==> config.mk <==
export PLATFORM = sky130hd
export DESIGN_NAME = srrip_page_replacement_unit
export DESIGN_NICKNAME = d
export VERILOG_FILES = /design/src/rtl/srrip_pkg.sv /design/src/rtl/srrip_entry_store.sv /design/src/rtl/srrip_seq.sv /design/src/rtl/srrip_page_replacement_unit.sv
export SDC_FILE = /design/constraint.sdc
export NUM_CORES = 1
export LEC_CHECK = 0
export BUFFER_PORTS_ARGS = -buffer_cell sky130_fd_sc_hd__buf_2
export CORE_ASPECT_RATIO = 0.9
export CORE_MARGIN = 2
export CORE_UTILIZATION = 50
export DETAILED_ROUTE_END_ITERATION = 8
export GPL_ROUTABILITY_DRIVEN = 0
export PLACE_DENSITY = 0.66
export RECOVER_POWER = 100
export SETUP_SLACK_MARGIN = 0.4
export SYNTH_ARGS = -nofsm -noshare
export SYNTH_HDL_FRONTEND = slang
export SYNTH_SLANG_ARGS = --single-unit
==> constraint.sdc <==
create_clock -name clk -period 12 [get_ports clk]
set_input_delay 0 -clock clk [delete_from_list [all_inputs] [get_ports clk]]
set_output_delay 0 -clock clk [all_outputs]
set_load 0.05 [all_outputs]
==> src/rtl/srrip_pkg.sv <==
package srrip_pkg;

    localparam int DEFAULT_CAPACITY = 16;
    localparam int DEFAULT_TAG_BITS = 32;
    localparam int PAGE_BITS        = 32;
    localparam int WAYS_BITS        = 5;

    localparam logic [WAYS_BITS-1:0] WAYS_RESET = 5'd16;

    localparam int RRPV_W = 2;
    localparam logic [RRPV_W-1:0] RRPV_NEAR    = 2'd0;
    localparam logic [RRPV_W-1:0] RRPV_INSERT  = 2'd2;
    localparam logic [RRPV_W-1:0] RRPV_DISTANT = 2'd3;

    typedef struct packed {
        logic [PAGE_BITS-1:0] evicted_page;
        logic                 evicted_valid;
        logic                 hit;
    } res_t;

endpackage

==> src/rtl/srrip_entry_store.sv <==
module srrip_entry_store
    import srrip_pkg::*;
#(
    parameter int DEPTH  = DEFAULT_CAPACITY,
    parameter int WIDTH  = DEFAULT_TAG_BITS + RRPV_W + 4,
    localparam int ADDR_W = (DEPTH > 1) ? $clog2(DEPTH) : 1
)
(
    input  logic              clk,
    input  logic              rd_en,
    input  logic [ADDR_W-1:0] rd_addr,
    output logic [WIDTH-1:0]  rd_data,
    input  logic              wr_en,
    input  logic [ADDR_W-1:0] wr_addr,
    input  logic [WIDTH-1:0]  wr_data
);

    logic [WIDTH-1:0] ram_reg [DEPTH];
    logic [WIDTH-1:0] rd_data_reg;

    always_ff @(posedge clk)
    begin
        if (wr_en)
        begin
            ram_reg[wr_addr] <= wr_data;
        end
        if (rd_en)
        begin
            rd_data_reg <= ram_reg[rd_addr];
        end
    end

    assign rd_data = rd_data_reg;

endmodule

==> src/rtl/srrip_seq.sv <==
module srrip_seq
    import srrip_pkg::*;
#(
    parameter int CAPACITY = DEFAULT_CAPACITY,
    parameter int TAG_BITS = DEFAULT_TAG_BITS,
    localparam int IDX_W   = (CAPACITY > 1) ? $clog2(CAPACITY) : 1,
    localparam int ENT_W   = TAG_BITS + RRPV_W + IDX_W
)
(
    input  logic                 clk,
    input  logic                 rst_n,
    input  logic [WAYS_BITS-1:0] ways,
    input  logic                 in_valid,
    output logic                 in_ready,
    input  logic [PAGE_BITS-1:0] in_page,
    output logic                 res_valid,
    input  logic                 res_ready,
    output res_t                 res,
    output logic                 ram_rd_en,
    output logic [IDX_W-1:0]     ram_rd_addr,
    input  logic [ENT_W-1:0]     ram_rd_data,
    output logic                 ram_wr_en,
    output logic [IDX_W-1:0]     ram_wr_addr,
    output logic [ENT_W-1:0]     ram_wr_data
);

    localparam int CNT_W    = $clog2(CAPACITY + 1);
    localparam int CMP_W    = (CNT_W > WAYS_BITS) ? CNT_W : WAYS_BITS;
    localparam int RRPV_LSB = IDX_W;
    localparam int TAG_LSB  = IDX_W + RRPV_W;

    typedef enum logic [3:0] {
        ST_IDLE   = 4'b0001,
        ST_SCAN   = 4'b0010,
        ST_UPDATE = 4'b0100,
        ST_DONE   = 4'b1000
    } state_t;

    state_t state_reg, state_next;

    logic [CNT_W-1:0]    filled_reg, filled_next;
    logic [CNT_W-1:0]    rd_ptr_reg, rd_ptr_next;
    logic                pend_reg, pend_next;
    logic [IDX_W-1:0]    pend_idx_reg, pend_idx_next;
    logic                hit_reg, hit_next;
    logic                have_reg, have_next;

    logic [TAG_BITS-1:0] tag_reg, tag_next;
    logic [IDX_W-1:0]    hit_slot_reg, hit_slot_next;
    logic [IDX_W-1:0]    hit_rank_reg, hit_rank_next;
    logic [RRPV_W-1:0]   max_reg, max_next;
    logic [IDX_W-1:0]    vic_slot_reg, vic_slot_next;
    logic [IDX_W-1:0]    vic_rank_reg, vic_rank_next;
    logic [TAG_BITS-1:0] vic_tag_reg, vic_tag_next;
    res_t                res_reg, res_next;

    logic [TAG_BITS+PAGE_BITS-1:0] page_ext;
    logic [TAG_BITS+PAGE_BITS-1:0] vic_ext;
    logic [TAG_BITS-1:0]  ent_tag;
    logic [RRPV_W-1:0]    ent_rrpv;
    logic [IDX_W-1:0]     ent_rank;
    logic [WAYS_BITS-1:0] ways_eff;
    logic                 not_full;
    logic                 issue;
    logic                 pass_end;
    logic [ENT_W-1:0]     append_rec;
    logic [ENT_W-1:0]     upd_rec;
    logic [IDX_W-1:0]     upd_rank;
    logic [RRPV_W-1:0]    upd_rrpv;
    logic [TAG_BITS-1:0]  upd_tag;

    assign page_ext = {{TAG_BITS{1'b0}}, in_page};
    assign vic_ext  = {{PAGE_BITS{1'b0}}, vic_tag_reg};

    assign ent_tag  = ram_rd_data[TAG_LSB +: TAG_BITS];
    assign ent_rrpv = ram_rd_data[RRPV_LSB +: RRPV_W];
    assign ent_rank = ram_rd_data[IDX_W-1:0];

    // zero ways acts as one; above capacity is capped by the second term
    assign ways_eff = (ways == '0) ? WAYS_BITS'(1) : ways;
    assign not_full = (CMP_W'(filled_reg) < CMP_W'(ways_eff))
                   && (filled_reg < CNT_W'(CAPACITY));

    assign issue    = (rd_ptr_reg < filled_reg);
    assign pass_end = !issue && !pend_reg;

    assign append_rec = {tag_reg, RRPV_INSERT, filled_reg[IDX_W-1:0]};

    // write-back record for the second pass: promote on hit, age on replace
    always_comb
    begin
        upd_tag  = ent_tag;
        upd_rrpv = ent_rrpv;
        upd_rank = ent_rank;
        if (hit_reg)
        begin
            if (pend_idx_reg == hit_slot_reg)
            begin
                upd_rrpv = RRPV_NEAR;
                upd_rank = '0;
            end
            else if (ent_rank < hit_rank_reg)
            begin
                upd_rank = ent_rank + IDX_W'(1);
            end
        end
        else
        begin
            upd_rrpv = ent_rrpv + (RRPV_DISTANT - max_reg);
            if (pend_idx_reg == vic_slot_reg)
            begin
                upd_tag  = tag_reg;
                upd_rrpv = RRPV_INSERT;
            end
        end
        upd_rec = {upd_tag, upd_rrpv, upd_rank};
    end

    always_comb
    begin
        state_next    = state_reg;
        filled_next   = filled_reg;
        rd_ptr_next   = rd_ptr_reg;
        pend_next     = pend_reg;
        pend_idx_next = pend_idx_reg;
        hit_next      = hit_reg;
        have_next     = have_reg;
        tag_next      = tag_reg;
        hit_slot_next = hit_slot_reg;
        hit_rank_next = hit_rank_reg;
        max_next      = max_reg;
        vic_slot_next = vic_slot_reg;
        vic_rank_next = vic_rank_reg;
        vic_tag_next  = vic_tag_reg;
        res_next      = res_reg;

        ram_rd_en   = 1'b0;
        ram_rd_addr = rd_ptr_reg[IDX_W-1:0];
        ram_wr_en   = 1'b0;
        ram_wr_addr = pend_idx_reg;
        ram_wr_data = upd_rec;

        case (state_reg)
            ST_IDLE:
            begin
                if (in_valid)
                begin
                    tag_next    = page_ext[TAG_BITS-1:0];
                    rd_ptr_next = '0;
                    pend_next   = 1'b0;
                    hit_next    = 1'b0;
                    have_next   = 1'b0;
                    state_next  = ST_SCAN;
                end
            end

            ST_SCAN:
            begin
                pend_next = issue;
                if (issue)
                begin
                    ram_rd_en     = 1'b1;
                    rd_ptr_next   = rd_ptr_reg + CNT_W'(1);
                    pend_idx_next = rd_ptr_reg[IDX_W-1:0];
                end
                if (pend_reg)
                begin
                    if (ent_tag == tag_reg)
                    begin
                        hit_next      = 1'b1;
                        hit_slot_next = pend_idx_reg;
                        hit_rank_next = ent_rank;
                    end
                    // victim: front-most entry among those with the largest rrpv
                    if (!have_reg || (ent_rrpv > max_reg)
                        || ((ent_rrpv == max_reg) && (ent_rank < vic_rank_reg)))
                    begin
                        have_next     = 1'b1;
                        max_next      = ent_rrpv;
                        vic_slot_next = pend_idx_reg;
                        vic_rank_next = ent_rank;
                        vic_tag_next  = ent_tag;
                    end
                end
                if (pass_end)
                begin
                    rd_ptr_next = '0;
                    if (hit_reg)
                    begin
                        res_next.hit           = 1'b1;
                        res_next.evicted_valid = 1'b0;
                        res_next.evicted_page  = '0;
                        state_next             = ST_UPDATE;
                    end
                    else if (not_full)
                    begin
                        ram_wr_en              = 1'b1;
                        ram_wr_addr            = filled_reg[IDX_W-1:0];
                        ram_wr_data            = append_rec;
                        filled_next            = filled_reg + CNT_W'(1);
                        res_next.hit           = 1'b0;
                        res_next.evicted_valid = 1'b0;
                        res_next.evicted_page  = '0;
                        state_next             = ST_DONE;
                    end
                    else
                    begin
                        res_next.hit           = 1'b0;
                        res_next.evicted_valid = 1'b1;
                        res_next.evicted_page  = vic_ext[PAGE_BITS-1:0];
                        state_next             = ST_UPDATE;
                    end
                end
            end

            ST_UPDATE:
            begin
                // read of entry i+1 overlaps write-back of entry i
                pend_next = issue;
                if (issue)
                begin
                    ram_rd_en     = 1'b1;
                    rd_ptr_next   = rd_ptr_reg + CNT_W'(1);
                    pend_idx_next = rd_ptr_reg[IDX_W-1:0];
                end
                if (pend_reg)
                begin
                    ram_wr_en = 1'b1;
                end
                if (pass_end)
                begin
                    state_next = ST_DONE;
                end
            end

            ST_DONE:
            begin
                if (res_ready)
                begin
                    state_next = ST_IDLE;
                end
            end

            default:
            begin
                state_next = ST_IDLE;
            end
        endcase
    end

    assign in_ready  = (state_reg == ST_IDLE);
    assign res_valid = (state_reg == ST_DONE);
    assign res       = res_reg;

    always_ff @(posedge clk or negedge rst_n)
    begin
        if (!rst_n)
        begin
            state_reg  <= ST_IDLE;
            filled_reg <= '0;
            rd_ptr_reg <= '0;
            pend_reg   <= 1'b0;
            hit_reg    <= 1'b0;
            have_reg   <= 1'b0;
        end
        else
        begin
            state_reg  <= state_next;
            filled_reg <= filled_next;
            rd_ptr_reg <= rd_ptr_next;
            pend_reg   <= pend_next;
            hit_reg    <= hit_next;
            have_reg   <= have_next;
        end
    end

    always_ff @(posedge clk)
    begin
        pend_idx_reg <= pend_idx_next;
        tag_reg      <= tag_next;
        hit_slot_reg <= hit_slot_next;
        hit_rank_reg <= hit_rank_next;
        max_reg      <= max_next;
        vic_slot_reg <= vic_slot_next;
        vic_rank_reg <= vic_rank_next;
        vic_tag_reg  <= vic_tag_next;
        res_reg      <= res_next;
    end

endmodule

==> src/rtl/srrip_page_replacement_unit.sv <==
// Channel   Dir  Beat / write                     Payload
// s_axis    in   s_axis_tvalid & s_axis_tready    tdata[31:0] page
// m_axis    out  m_axis_tvalid & m_axis_tready    tdata[31:0] evicted_page,
//                                                 tuser[0] hit, tuser[1] evicted_valid
// cfg       in   cfg_we                           cfg_wdata[4:0] ways_in_use
//
// A hit or eviction shows its beat after a scan pass and an update pass over the entries,
// an append after the scan pass alone; the input is ready again as the beat shows.
// Each pass reads the entry memory through its single read port, one entry a cycle.
// Reset clears the fill count; the entry memory is not cleared and needs no sweep.
// The result sits in an output register, so the next page is taken while it waits;
// a stalled output holds the sequencer only once its next result is ready.
module srrip_page_replacement_unit
    import srrip_pkg::*;
#(
    parameter int CAPACITY = DEFAULT_CAPACITY,
    parameter int TAG_BITS = DEFAULT_TAG_BITS
)
(
    input  logic                 clk,
    input  logic                 rst_n,
    input  logic                 s_axis_tvalid,
    output logic                 s_axis_tready,
    input  logic [31:0]          s_axis_tdata,   // [31:0] page
    output logic                 m_axis_tvalid,
    input  logic                 m_axis_tready,
    output logic [31:0]          m_axis_tdata,   // [31:0] evicted_page
    output logic [1:0]           m_axis_tuser,   // [0] hit, [1] evicted_valid
    input  logic                 cfg_we,
    input  logic [WAYS_BITS-1:0] cfg_wdata       // ways_in_use
);

    localparam int IDX_W = (CAPACITY > 1) ? $clog2(CAPACITY) : 1;
    localparam int ENT_W = TAG_BITS + RRPV_W + IDX_W;

    logic [WAYS_BITS-1:0] ways_reg, ways_next;
    logic                 out_valid_reg, out_valid_next;
    res_t                 out_reg, out_next;

    logic             res_valid;
    logic             res_ready;
    res_t             res;
    logic             ram_rd_en;
    logic [IDX_W-1:0] ram_rd_addr;
    logic [ENT_W-1:0] ram_rd_data;
    logic             ram_wr_en;
    logic [IDX_W-1:0] ram_wr_addr;
    logic [ENT_W-1:0] ram_wr_data;

    srrip_seq #(
        .CAPACITY (CAPACITY),
        .TAG_BITS (TAG_BITS)
    ) u_seq (
        .clk         (clk),
        .rst_n       (rst_n),
        .ways        (ways_reg),
        .in_valid    (s_axis_tvalid),
        .in_ready    (s_axis_tready),
        .in_page     (s_axis_tdata),
        .res_valid   (res_valid),
        .res_ready   (res_ready),
        .res         (res),
        .ram_rd_en   (ram_rd_en),
        .ram_rd_addr (ram_rd_addr),
        .ram_rd_data (ram_rd_data),
        .ram_wr_en   (ram_wr_en),
        .ram_wr_addr (ram_wr_addr),
        .ram_wr_data (ram_wr_data)
    );

    srrip_entry_store #(
        .DEPTH (CAPACITY),
        .WIDTH (ENT_W)
    ) u_store (
        .clk     (clk),
        .rd_en   (ram_rd_en),
        .rd_addr (ram_rd_addr),
        .rd_data (ram_rd_data),
        .wr_en   (ram_wr_en),
        .wr_addr (ram_wr_addr),
        .wr_data (ram_wr_data)
    );

    assign res_ready = !out_valid_reg || m_axis_tready;

    always_comb
    begin
        ways_next      = cfg_we ? cfg_wdata : ways_reg;
        out_valid_next = out_valid_reg;
        out_next       = out_reg;
        if (res_valid && res_ready)
        begin
            out_valid_next = 1'b1;
            out_next       = res;
        end
        else if (m_axis_tready)
        begin
            out_valid_next = 1'b0;
        end
    end

    always_ff @(posedge clk or negedge rst_n)
    begin
        if (!rst_n)
        begin
            ways_reg      <= WAYS_RESET;
            out_valid_reg <= 1'b0;
        end
        else
        begin
            ways_reg      <= ways_next;
            out_valid_reg <= out_valid_next;
        end
    end

    always_ff @(posedge clk)
    begin
        out_reg <= out_next;
    end

    assign m_axis_tvalid = out_valid_reg;
    assign m_axis_tdata  = out_reg.evicted_page;
    assign m_axis_tuser  = {out_reg.evicted_valid, out_reg.hit};

endmodule

* Word-level counts from Yosys, hierarchy flattened
Memory sizes are Yosys's and may differ from the RTL's. A register that Yosys moved wholly into a read port is not among the register bits. Index checks and enable logic that the tools add are counted.
Operators by class: divide/modulo/power cells 0, add/sub/neg operators 5, multipliers 0, mux-type cells 48, $lt $le $gt $ge 6, shift-type cells 0, bitwise gates (word level) 1, eq/ne operators 15, reductions and logical operators 29
Operators by type and width (count):
- 38-bit two-way mux | 4
- 32-bit two-way mux | 2
- 4-bit two-way mux | 13
- 32-bit == test | 1
- 5-bit two-way mux | 4
- 4-bit one-hot mux with 4 select lines | 1
- 4-bit AND reduction | 4
- 1-bit two-way mux | 15
- 5-bit one-hot mux with 3 select lines | 1
- 2-bit by 1-bit inequality test with 1-bit output, second input constant | 6
- 5-bit by 1-bit adder with 5-bit output, second input constant | 2
- 5-bit less-than comparator | 2
- 2-bit AND reduction | 5
- 4-bit == test | 2
- 4-bit less-than comparator | 2
- 2-bit two-way mux | 4
- 1-bit one-hot mux with 2 select lines | 4
- 3-bit AND reduction | 2
- 2-bit nonzero test | 3
- 5-bit logical NOT | 1
- 5-bit less-than comparator, second input constant | 1
- 4-bit by 1-bit adder with 4-bit output, second input constant | 1
- 4-bit by 1-bit == test with 1-bit output, second input constant | 1
- 4-bit by 2-bit == test with 1-bit output, second input constant | 1
- 13 further kinds | 22
Storage, ports and cells: output and inout port bits 36, bits of input ports 42, memories 1, latch bits 0, ROM bits 0, flip-flop bits (word level) 177, RAM bits 608
Memories:
- u_store.ram_reg | words 16, bits a word 38, rd ports 1, clocked after Yosys merged registers in 1, write ports 1, RTL line srrip_entry_store.sv:18 | logic [WIDTH-1:0] ram_reg [DEPTH];

* Logic depth before layout (Yosys ltp)
Gate-level depths: netlist (run 1).
depth in word-level cells 10, gate-level depth with buffers 10

* By module
From an unflattened synthesis (run 1), not the netlist that was laid out.
Unflattened totals: cells, all modules 1476, area, all modules 31642.8 µm²
Modules (own cells, without submodules):
- srrip_entry_store | seq. area each 19398.6 µm², area each 23950.5 µm², times used 1, cells an instance 989
- srrip_seq | seq. area each 4030.1 µm², area each 6444.9 µm², times used 1, cells an instance 439
- srrip_page_replacement_unit | seq. area each 1172.4 µm², area each 1247.4 µm², times used 1, cells an instance 48

* Worst setup path after synthesis (run 1)
No wires, ideal clock.
kind reg-to-reg, start register ways_reg[4], end memory u_store.ram_reg[1][0] (netlist bit) (enable), cell stages (with the launch flop) 9, clock period less this slack 6.309 ns, data required time 11.461 ns, arrival 5.770 ns, path buffers 1, setup slack 5.691 ns, cell sequence dfstp_2 > inv_1 > ha_1 > a211oi_1 > nand2_1 > a41o_1 > or3_1 > buf_2 > o41ai_1
Between the ends: cells in the longest elaborated chain, start to end 10, elaborated cells on any way between the ends 14, classes of those cells 1 x order compare; 11 x mux; 2 x reduce/logical
Ends and longest elaborated chain:
- start: declaration | RTL line srrip_page_replacement_unit.sv:36 | logic [WAYS_BITS-1:0] ways_reg, ways_next;
- start signal: assignment | RTL line srrip_page_replacement_unit.sv:111 | ways_reg <= ways_next;
- 5-bit logical NOT | RTL line srrip_seq.sv:80 | assign ways_eff = (ways == '0) ? WAYS_BITS'(1) : ways;
- 5-bit two-way mux (*) | RTL line srrip_seq.sv:80
- 5-bit less-than comparator (*) | RTL line srrip_seq.sv:81 | assign not_full = (CMP_W'(filled_reg) < CMP_W'(ways_eff))
- 1-bit logical AND (*) | RTL line srrip_seq.sv:82 | && (filled_reg < CNT_W'(CAPACITY));
- 1-bit two-way mux | RTL line srrip_seq.sv:195 | else if (not_full)
- 1-bit two-way mux | RTL line srrip_seq.sv:188 | if (hit_reg)
- 1-bit two-way mux | RTL line srrip_seq.sv:185 | if (pass_end)
- 1-bit one-hot mux with 2 select lines | RTL line srrip_seq.sv:143 | case (state_reg)
- 1-bit two-way mux | RTL line srrip_entry_store.sv:23 | if (wr_en)
- 1-bit two-way mux (not written as such) | RTL line srrip_entry_store.sv:25 | ram_reg[wr_addr] <= wr_data;
- end: declaration | RTL line srrip_entry_store.sv:18
Every way passes the cells marked *; elsewhere a longest branch is shown, timed or not.

* Final worst setup path (run 1)
start register u_seq.rd_ptr_reg[2], end memory u_store.ram_reg[10][16] (netlist bit), data pin
Between the ends: cells in the longest elaborated chain, start to end 5
Ends and longest elaborated chain:
- start: declaration | RTL line srrip_seq.sv:42 | logic [CNT_W-1:0] rd_ptr_reg, rd_ptr_next;
- start signal: assignment | RTL line srrip_seq.sv:270 | rd_ptr_reg <= rd_ptr_next;
- 5-bit less-than comparator | RTL line srrip_seq.sv:84 | assign issue = (rd_ptr_reg < filled_reg);
- 1-bit logical NOT | RTL line srrip_seq.sv:85 | assign pass_end = !issue && !pend_reg;
- 1-bit logical AND | RTL line srrip_seq.sv:85
- 38-bit two-way mux | RTL line srrip_seq.sv:185
- 38-bit two-way mux | RTL line srrip_seq.sv:143
- named net ram_wr_data[16] | RTL line srrip_page_replacement_unit.sv:48 | logic [ENT_W-1:0] ram_wr_data;
The timed path passes the listed nets, and every way through them passes these cells.

==> metrics.md, run 1 <==
| Metric | Value |
|---|---|
| CTS H-tree depth | 3 |
| # IOs | between 70 and 80 |
| Launch point of the worst hold path | s_axis_tdata[17] |
| Critical path required time | 12120 ps |
| Via count of the first global-routing pass | about 16k |
| Nature of the critical path endpoint | register |
| Tmin final | 8130 ps |
| Total iterations of the first detailed-routing run | 5 |
| Endpoint of the worst hold-timing path | u_seq.tag_reg[17] |
| Fraction of registers with async set or reset after synthesis | 2.79% |
| Per-cell via count in the routed design | ~6.0 |
| Number of failing hold endpoints at the final stage | 0 |
| Combinational cell fraction of total power | 18.5% |
| Initial antenna violation count | 0 |
| Global-route wire length before repair | ~110 mm |
| Sw frac | between 20% and 30% |
| Setup violators final | 0 |
| Iteration-0 DRC count of the detailed router | 1728 |
| Number of clock buffers inserted by TritonCTS | 81 |
| Placed wire-length estimate after detailed placement | 38.3 mm |
| Via count | 15.8k |
| Transition time at the pin with the least slew margin | 4020 ps |
| Lkg Pwr | 11.5 nW |
| Width of the die | 271 microns |
| Syn nets | approximately 1.6k |
| Clock root buffer | sky130_fd_sc_hd__clkbuf_16 |
| Number of resized instances in the post-cts repair step | 0 |
| Pin count of the biggest net entering global routing | 65 |
| Share of the clock period used by the worst path after layout | 67.7% |
| Count of nets left with antenna violations after detail routing | 0 |
| Minimum setup slack among reg-to-reg paths | between 3000 and 4000 ps |
| Overall fraction of global-route tracks in use | between 20% and 30% |
| Primary flip-flop cell chosen by synthesis mapping | sky130_fd_sc_hd__edfxtp_1 |
| Skew final | between 20 and 25 ps |
| Endpoint of the worst-slack reg-to-reg timing path | u_store.ram_reg[10][16] |
| Clock power frac | about a third |
| Total of flip-flops plus latches after synthesis | 823 |
| Arrival time at the worst endpoint | 8250 ps |
| Unrepaired setup endpoints after global routing | false |
| Worst setup startpoint | u_seq.rd_ptr_reg[2] |
| Number of nets in the finished design | 1757 |
| Fmax achieved | 123 MHz |
| R2R cell count | 9 |
| Final Slew Violations | between 500 and 600 |
| Count of antenna diodes in the layout | 0 |
| Initial standard-cell utilization of the core | roughly half |
| Highest-count cells in the layout ignoring fill and taps | sky130_fd_sc_hd__edfxtp_1, sky130_fd_sc_hd__mux4_2, sky130_fd_sc_hd__nand2_1 |
| Max FO, Critical Path | between 40 and 50 |
| Die H | 244 microns |
| Die ar. | 66100 sq um |
| Synthesized cell area | between 30000 and 40000 sq um |
| Area of all placed cells without fillers | 36600 sq um |
| Commonest non-fill, non-tap cell in the layout | sky130_fd_sc_hd__edfxtp_1 |
| Top-area cell type share of the netlist area | approximately three quarters |
| IO buf count | between 70 and 80 |
| Sequential element share of the synthesized area | about three quarters |
| Count of max-cap constraint violations | 15 |
| Count of fill cells added during filler insertion | 4593 |
| Routed wire length | 72.8 mm |
| Number of warnings reported in the yosys synthesis log | 0 |
| Worst VDD drop | roughly 0.12 mV |
| Register clock-pin slew on the reported worst setup and hold paths | roughly 60 ps |
| Critical path startpoint category | register |
| Core Footprint | 63800 sq um |
| Violated checks | capacitance limit, slew limit |
| Maximum root-to-sink buffer count | 3 |
| Gr ovfl total | 0 |
| Reg-to-reg startpoint | u_seq.rd_ptr_reg[2] |
| Total internal power | roughly 5.6 mW |
| Remaining routing DRC violations | 0 |
| Unique cell type count in the Yosys netlist | 60 |
| Critical path type | reg2reg |
| Clock tree from TritonCTS | done |
| Kind of path behind the tightest hold check | in2reg |
| Placed standard-cell area | 33700 sq um |
| Worst max-slew margin expressed relative to the limit | -168% |
| Number of standard-cell rows in the floorplan | 88 |
| Cell depth of the worst hold path | 2 |
| Layout overhead on the synthesized area | 14.2% |
| Cells after synthesis | 1532 |
| Average instance area after synthesis | 20.9 sq um |
| Share of post-route cells with drive strength above 1 | between 20 and 25% |
| Number of flip-flops under the largest register name | 608 |
| Worst-skew pair later-pin latency | 630 ps |
| Top cell type by total area after synthesis | sky130_fd_sc_hd__edfxtp_1 |
| Net Switching | 2.07 mW |
| Status | complete, but fails checks |
| Routed wire length per instance | 27.8 microns |
| TritonCTS sink count | 823 |
| Sequential Power Share | between 40% and 50% |
| Power per Cell Area | 209 nW/um^2 |
| Largest cells by area after synthesis | sky130_fd_sc_hd__edfxtp_1, sky130_fd_sc_hd__mux4_2, sky130_fd_sc_hd__dfrtp_1 |
| Setup_tns | 0 ps |
| EDFF count, synth | 800 |
## area by class of cell
class | instances | area, sq um | area share [%]
flip-flops and latches | 823 | 24600 | 67.2
multi-input cells | 597 | 7130 | 19.5
clock buffers | 94 | 2100 | 5.73
well taps | 855 | 1070 | 2.92
repair buffers | 165 | 1070 | 2.92
clock inverters | 55 | 531 | 1.45
inverters | 27 | 101 | 0.277
## worst max-delay path: stages (launching register included)
cell and delay [ps]:
sky130_fd_sc_hd__dfrtp_2 330, sky130_fd_sc_hd__clkbuf_1 2530, sky130_fd_sc_hd__ha_1 590, sky130_fd_sc_hd__a21oi_1 170
sky130_fd_sc_hd__o21ai_0 210, sky130_fd_sc_hd__a21oi_4 160, sky130_fd_sc_hd__buf_4 570, sky130_fd_sc_hd__o21a_1 270
sky130_fd_sc_hd__clkbuf_1 1760, sky130_fd_sc_hd__o211ai_1 970
## timing repair
item	in CTS	in global routing
endpoints found under the setup margin	0	0
setup buffers	0	0
hold buffers	51	0
endpoints found under the hold margin	72	0
## power groups by stage
stage	Sequential, mW	Clock, mW	Combinational, mW
2_1_floorplan	3.68	0	1.02
3_3_place_gp	3.78	0	1.37
3_5_place_dp	3.78	0	1.41
4_1_cts	3.72	2.56	1.42
5_1_grt	3.75	2.67	1.53
6_report	3.73	2.52	1.42
## per-stage QoR
stage                     std cells  hold WS, ps  power, mW  setup WS [ps]  util, %
after global placement         2416         2.81       5.15           7430     52.9
after detailed placement       2416         13.8       5.19           7380     52.9
after CTS                      2616         46.5       7.70           7360     57.8
after global routing           2616         61.5       7.94           3710     57.4
after floorplan                1532         -296       4.70           5690        -
final                          2616         74.9       7.66           3870     57.4
## worst max path at each step
stage	to	slack, ps	cells after the start
2_1_floorplan	u_store.ram_reg[1][0]	5690	8
5_1_grt	u_store.ram_reg[7][16]	3710	9
3_3_place_gp	u_store.ram_reg[0][33]	7430	9
3_5_place_dp	u_store.ram_reg[0][33]	7380	9
6_report	u_store.ram_reg[10][16]	3870	9
4_1_cts	u_store.ram_reg[0][33]	7360	9
## cell usage after synthesis, drive strengths merged, types with 3 or more instances
cell type,instances
clkbuf,61
nor3,4
nor4,10
buf,24
o211ai,66
nor2b,3
mux4,190
o41ai,6
nor2,8
ha,20
o21a,3
nor4b,3
edfxtp,800
inv,26
and3,32
dfrtp,21
o21ai,19
nand3,14
xor2,29
o32ai,4
nand2,97
a21oi,15
nand2b,4
or3,7
nand4,4
xnor2,20
o31ai,9
## routing by layer
metal  GRT usage (%)  vias up  part of all wire [%]
met1            31.9     8341                    43
li1                -     6685                     -
met4            6.65        0                   2.5
met5               0        -                     0
met2            35.5      616                    48
met3            3.97      124                   6.9
## cell families (layout without fill, tap and decap cells)
family          Yosys count  in the layout  synth area share [%]
buf+inv                 112            341                  1.41
mux                     193            193                  13.5
xor+xnor                 49             49                  1.34
compound gates          138            138                  3.18
flops                   823            823                  76.8
simple gates            197            197                  3.07
fa+ha+maj                20             20                 0.781
Power figures use the tool's default switching activity.
==> run 2, diff against run 1 <==
- PLACE_DENSITY: 0.66 -> 0.69
- clock period: 12 -> 7.2 ns (I/O delays scaled with it)
==> run 2 against run 1 <==
The flow still finishes with violations (capacitance limit, slew limit). Non-clock buffer count is 1 lower. Sequential power is 67% higher. Flip-flop and latch count stayed put. Via count is 0.89% higher. Total power is 67% higher. Critical path depth is 4 lower. Clock power is 67% higher. Combinational power is 66% higher. Core utilization is 0.090 points higher. First-iteration DRC count is 15% higher. Critical path type unchanged. Largest cell class unchanged. Largest power group unchanged.
==> metrics.md, run 2 (synthesized netlist as in run 1, its figures left out) <==
| Metric | Value |
|---|---|
| Reg-to-reg startpoint | u_seq.hit_reg |
| Maximum root-to-sink buffer count | 3 (unchanged) |
| Remaining routing DRC violations | 0 (unchanged) |
| Number of nets in the finished design | 1756 (-0.057%) |
| IO buf count | 77 (unchanged) |
| Count of nets left with antenna violations after detail routing | 0 (unchanged) |
| CTS H-tree depth | 3 (unchanged) |
| Worst max-slew margin expressed relative to the limit | -147% (+21 points) |
| Cell depth of the worst hold path | 2 (unchanged) |
| Share of the clock period used by the worst path after layout | 82.4% (+15 points) |
| Launch point of the worst hold path | s_axis_tdata[10] |
| Number of flip-flops under the largest register name | 608 (unchanged) |
| Family with the most delay on the worst path | buffers and inverters |
| Number of failing hold endpoints at the final stage | 0 (unchanged) |
| Placed wire-length estimate after detailed placement | 39.0 mm (+1.8%) |
| Number of cells in the finished layout apart from fillers | 2617 (+0.038%) |
| Number of clock buffers inserted by TritonCTS | 81 (unchanged) |
| Register clock-pin slew on the reported worst setup and hold paths | 60 ps (about the same) |
| Kind of path behind the tightest hold check | in2reg |
| Highest-count cells in the layout ignoring fill and taps | sky130_fd_sc_hd__edfxtp_1, sky130_fd_sc_hd__mux4_2, sky130_fd_sc_hd__nand2_1 |
| Via count | 15.9k (+0.89%) |
| Initial standard-cell utilization of the core | 50.3% (unchanged) |
| # IOs | 78 (unchanged) |
| Critical path buffers and inverters | 2 (-1) |
| Iteration-0 DRC count of the detailed router | 1991 (+15%) |
| Routed wire length | 73.0 mm (+0.29%) |
| Worst-skew pair later-pin latency | 640 ps (about the same) |
| Commonest non-fill, non-tap cell in the layout | sky130_fd_sc_hd__edfxtp_1 |
| Die H | 244 microns (unchanged) |
| Initial antenna violation count | 2 (+2) |
| Chain of cells forming the critical path | clkbuf_1 -> inv_2 -> a41oi_1 -> nor3_1 -> o32ai_2 |
| Die ar. | 66100 sq um (unchanged) |
| Setup_tns | 0 ps (unchanged) |
| Worst VDD drop | 0.200 mV (+73%) |
| Endpoint of the worst hold-timing path | u_seq.tag_reg[10] |
| Pin count of the biggest net entering global routing | 74 (+14%) |
| Layout overhead on the synthesized area | 14.4% |
| Max FO, Critical Path | 42 (-4.5%) |
| Setup violators final | 0 (unchanged) |
| Total iterations of the first detailed-routing run | 5 (unchanged) |
| Unrepaired setup endpoints after global routing | false |
| Status | complete, but fails checks |
| Endpoint of the worst-slack reg-to-reg timing path | u_store.ram_reg[9][2] |
| Count of antenna diodes in the layout | 0 (unchanged) |
| R2R cell count | 5 (-4) |
| Core Footprint | 63800 sq um (unchanged) |
| Clock tree from TritonCTS | done |
| Critical path type | reg2reg |
| Gr ovfl total | 0 (unchanged) |
| Routed wire length per instance | 27.9 microns (+0.25%) |
| Post-layout util | 57.5% (+0.090 points) |
| Clock root buffer | sky130_fd_sc_hd__clkbuf_16 |
| Share of post-route cells with drive strength above 1 | 22.8% (+0.78 points) |
| Global-route wire length before repair | 108 mm (+0.85%) |
| Tmin final | 5930 ps (-2190 ps) |
| Width of the die | 271 microns (unchanged) |
| Nature of the critical path endpoint | register |
| Skew final | 19.0 ps (-2.46 ps) |
| Per-cell via count in the routed design | 6.08 (+0.86%) |
| Violated checks | capacitance limit, slew limit |
| Overall fraction of global-route tracks in use | 22.5% (+0.17 points) |
| Count of max-cap constraint violations | 25 (+10) |
| Critical path startpoint category | register |
| Placed cell count | 2415 (-0.041%) |
| Minimum setup slack among reg-to-reg paths | 1270 ps (-2610 ps) |
| Slowest cell on crit path | sky130_fd_sc_hd__clkbuf_1 |
| Number of standard-cell rows in the floorplan | 88 (unchanged) |
| TritonCTS sink count | 823 (unchanged) |
| Critical path required time | 7490 ps (-4630 ps) |
| Arrival time at the worst endpoint | 6230 ps (-2020 ps) |
| Final Slew Violations | 867 (+56%) |
| Critical Path Max Stage Delay | 1970 ps (-560 ps) |
| Fmax achieved | 169 MHz (+37%) |
| Number of post-CTS setup repair buffers | 0 (unchanged) |
| Lkg Pwr | 11.6 nW (+0.53%) |
| Via count of the first global-routing pass | 16.2k (+0.23%) |
| Power per Cell Area | 349 nW/um^2 (+67%) |
| Transition time at the pin with the least slew margin | 3700 ps (-319 ps) |
run 2: cell count changes in the layout (fill, tap and decap cells not counted), sizes merged:
cell / delta
clkinvlp: -3
buf: -6
inv: -1
clkinv: +5
clkbuf: +6
run 2: worst max path at each step:
stage	start	end	slack (ps)	cells after the start
finish	u_seq.hit_reg	u_store.ram_reg[9][2]	1270	5
CTS	u_seq.rd_ptr_reg[3]	u_store.ram_reg[3][16]	2050	8
global placement	u_seq.rd_ptr_reg[3]	u_store.ram_reg[14][11]	2290	8
detailed placement	u_seq.rd_ptr_reg[3]	u_store.ram_reg[3][16]	2110	8
floorplan	ways_reg[4]	u_store.ram_reg[1][0]	890	8
global route	u_seq.hit_reg	u_store.ram_reg[12][2]	930	5
run 2: what timing repair did:
item / CTS / global route
gates resized for setup: 0 / 0
hold buffers: 51 / 0
hold endpoints to repair: 72 / 0
setup endpoints to repair: 0 / 0
run 2: per-layer routing:
layer  wire length, microns  track usage, %  part of all wire, %  vias to the layer above
li1                       -               -                    -                     6692
met1                  29900            31.7                   41                     8370
met2                  35800            36.1                   49                      724
met3                   5580            3.86                  7.6                      119
met4                   1750            7.21                  2.4                        2
met5                     10               0                0.014                        -
run 2: worst reg2reg max path: cells and delay by family (launching register included):
kind	cells	cell delay (ps)
buffers and inverters	2	3120
AO/OA/AOI/OAI	2	1930
flip-flops	1	330
AND/OR/NAND/NOR	1	200
run 2: stage by stage:
stage / total power, mW / area [sq um] / setup WS [ps] / hold WS (ps)
6_report: 12.8 / 36700 / 1270 / 75.7
5_1_grt: 13.3 / 36700 / 932 / 67.2
4_1_cts: 12.9 / 36900 / 2050 / 42.7
3_3_place_gp: 8.57 / 33700 / 2290 / 5.52
3_5_place_dp: 8.64 / 33700 / 2110 / 16.2
2_1_floorplan: 7.84 / 32000 / 891 / -296
run 2: report_power, final:
| group | switching, mW | internal, mW | total [mW] |
|---|---|---|---|
| Sequential | 0.301 | 5.92 | 6.23 |
| Combinational | 1.38 | 0.981 | 2.36 |
| Clock | 1.76 | 2.44 | 4.21 |
run 2: final cells by class:
cell class / instances / area [sq um]
inverter: 27 / 101
sequential: 823 / 24600
clock inverter: 56 / 534
timing repair buffer: 164 / 1060
multi-input combinational: 597 / 7160
fill: 4570 / 27100
clock buffer: 95 / 2120
tap: 855 / 1070
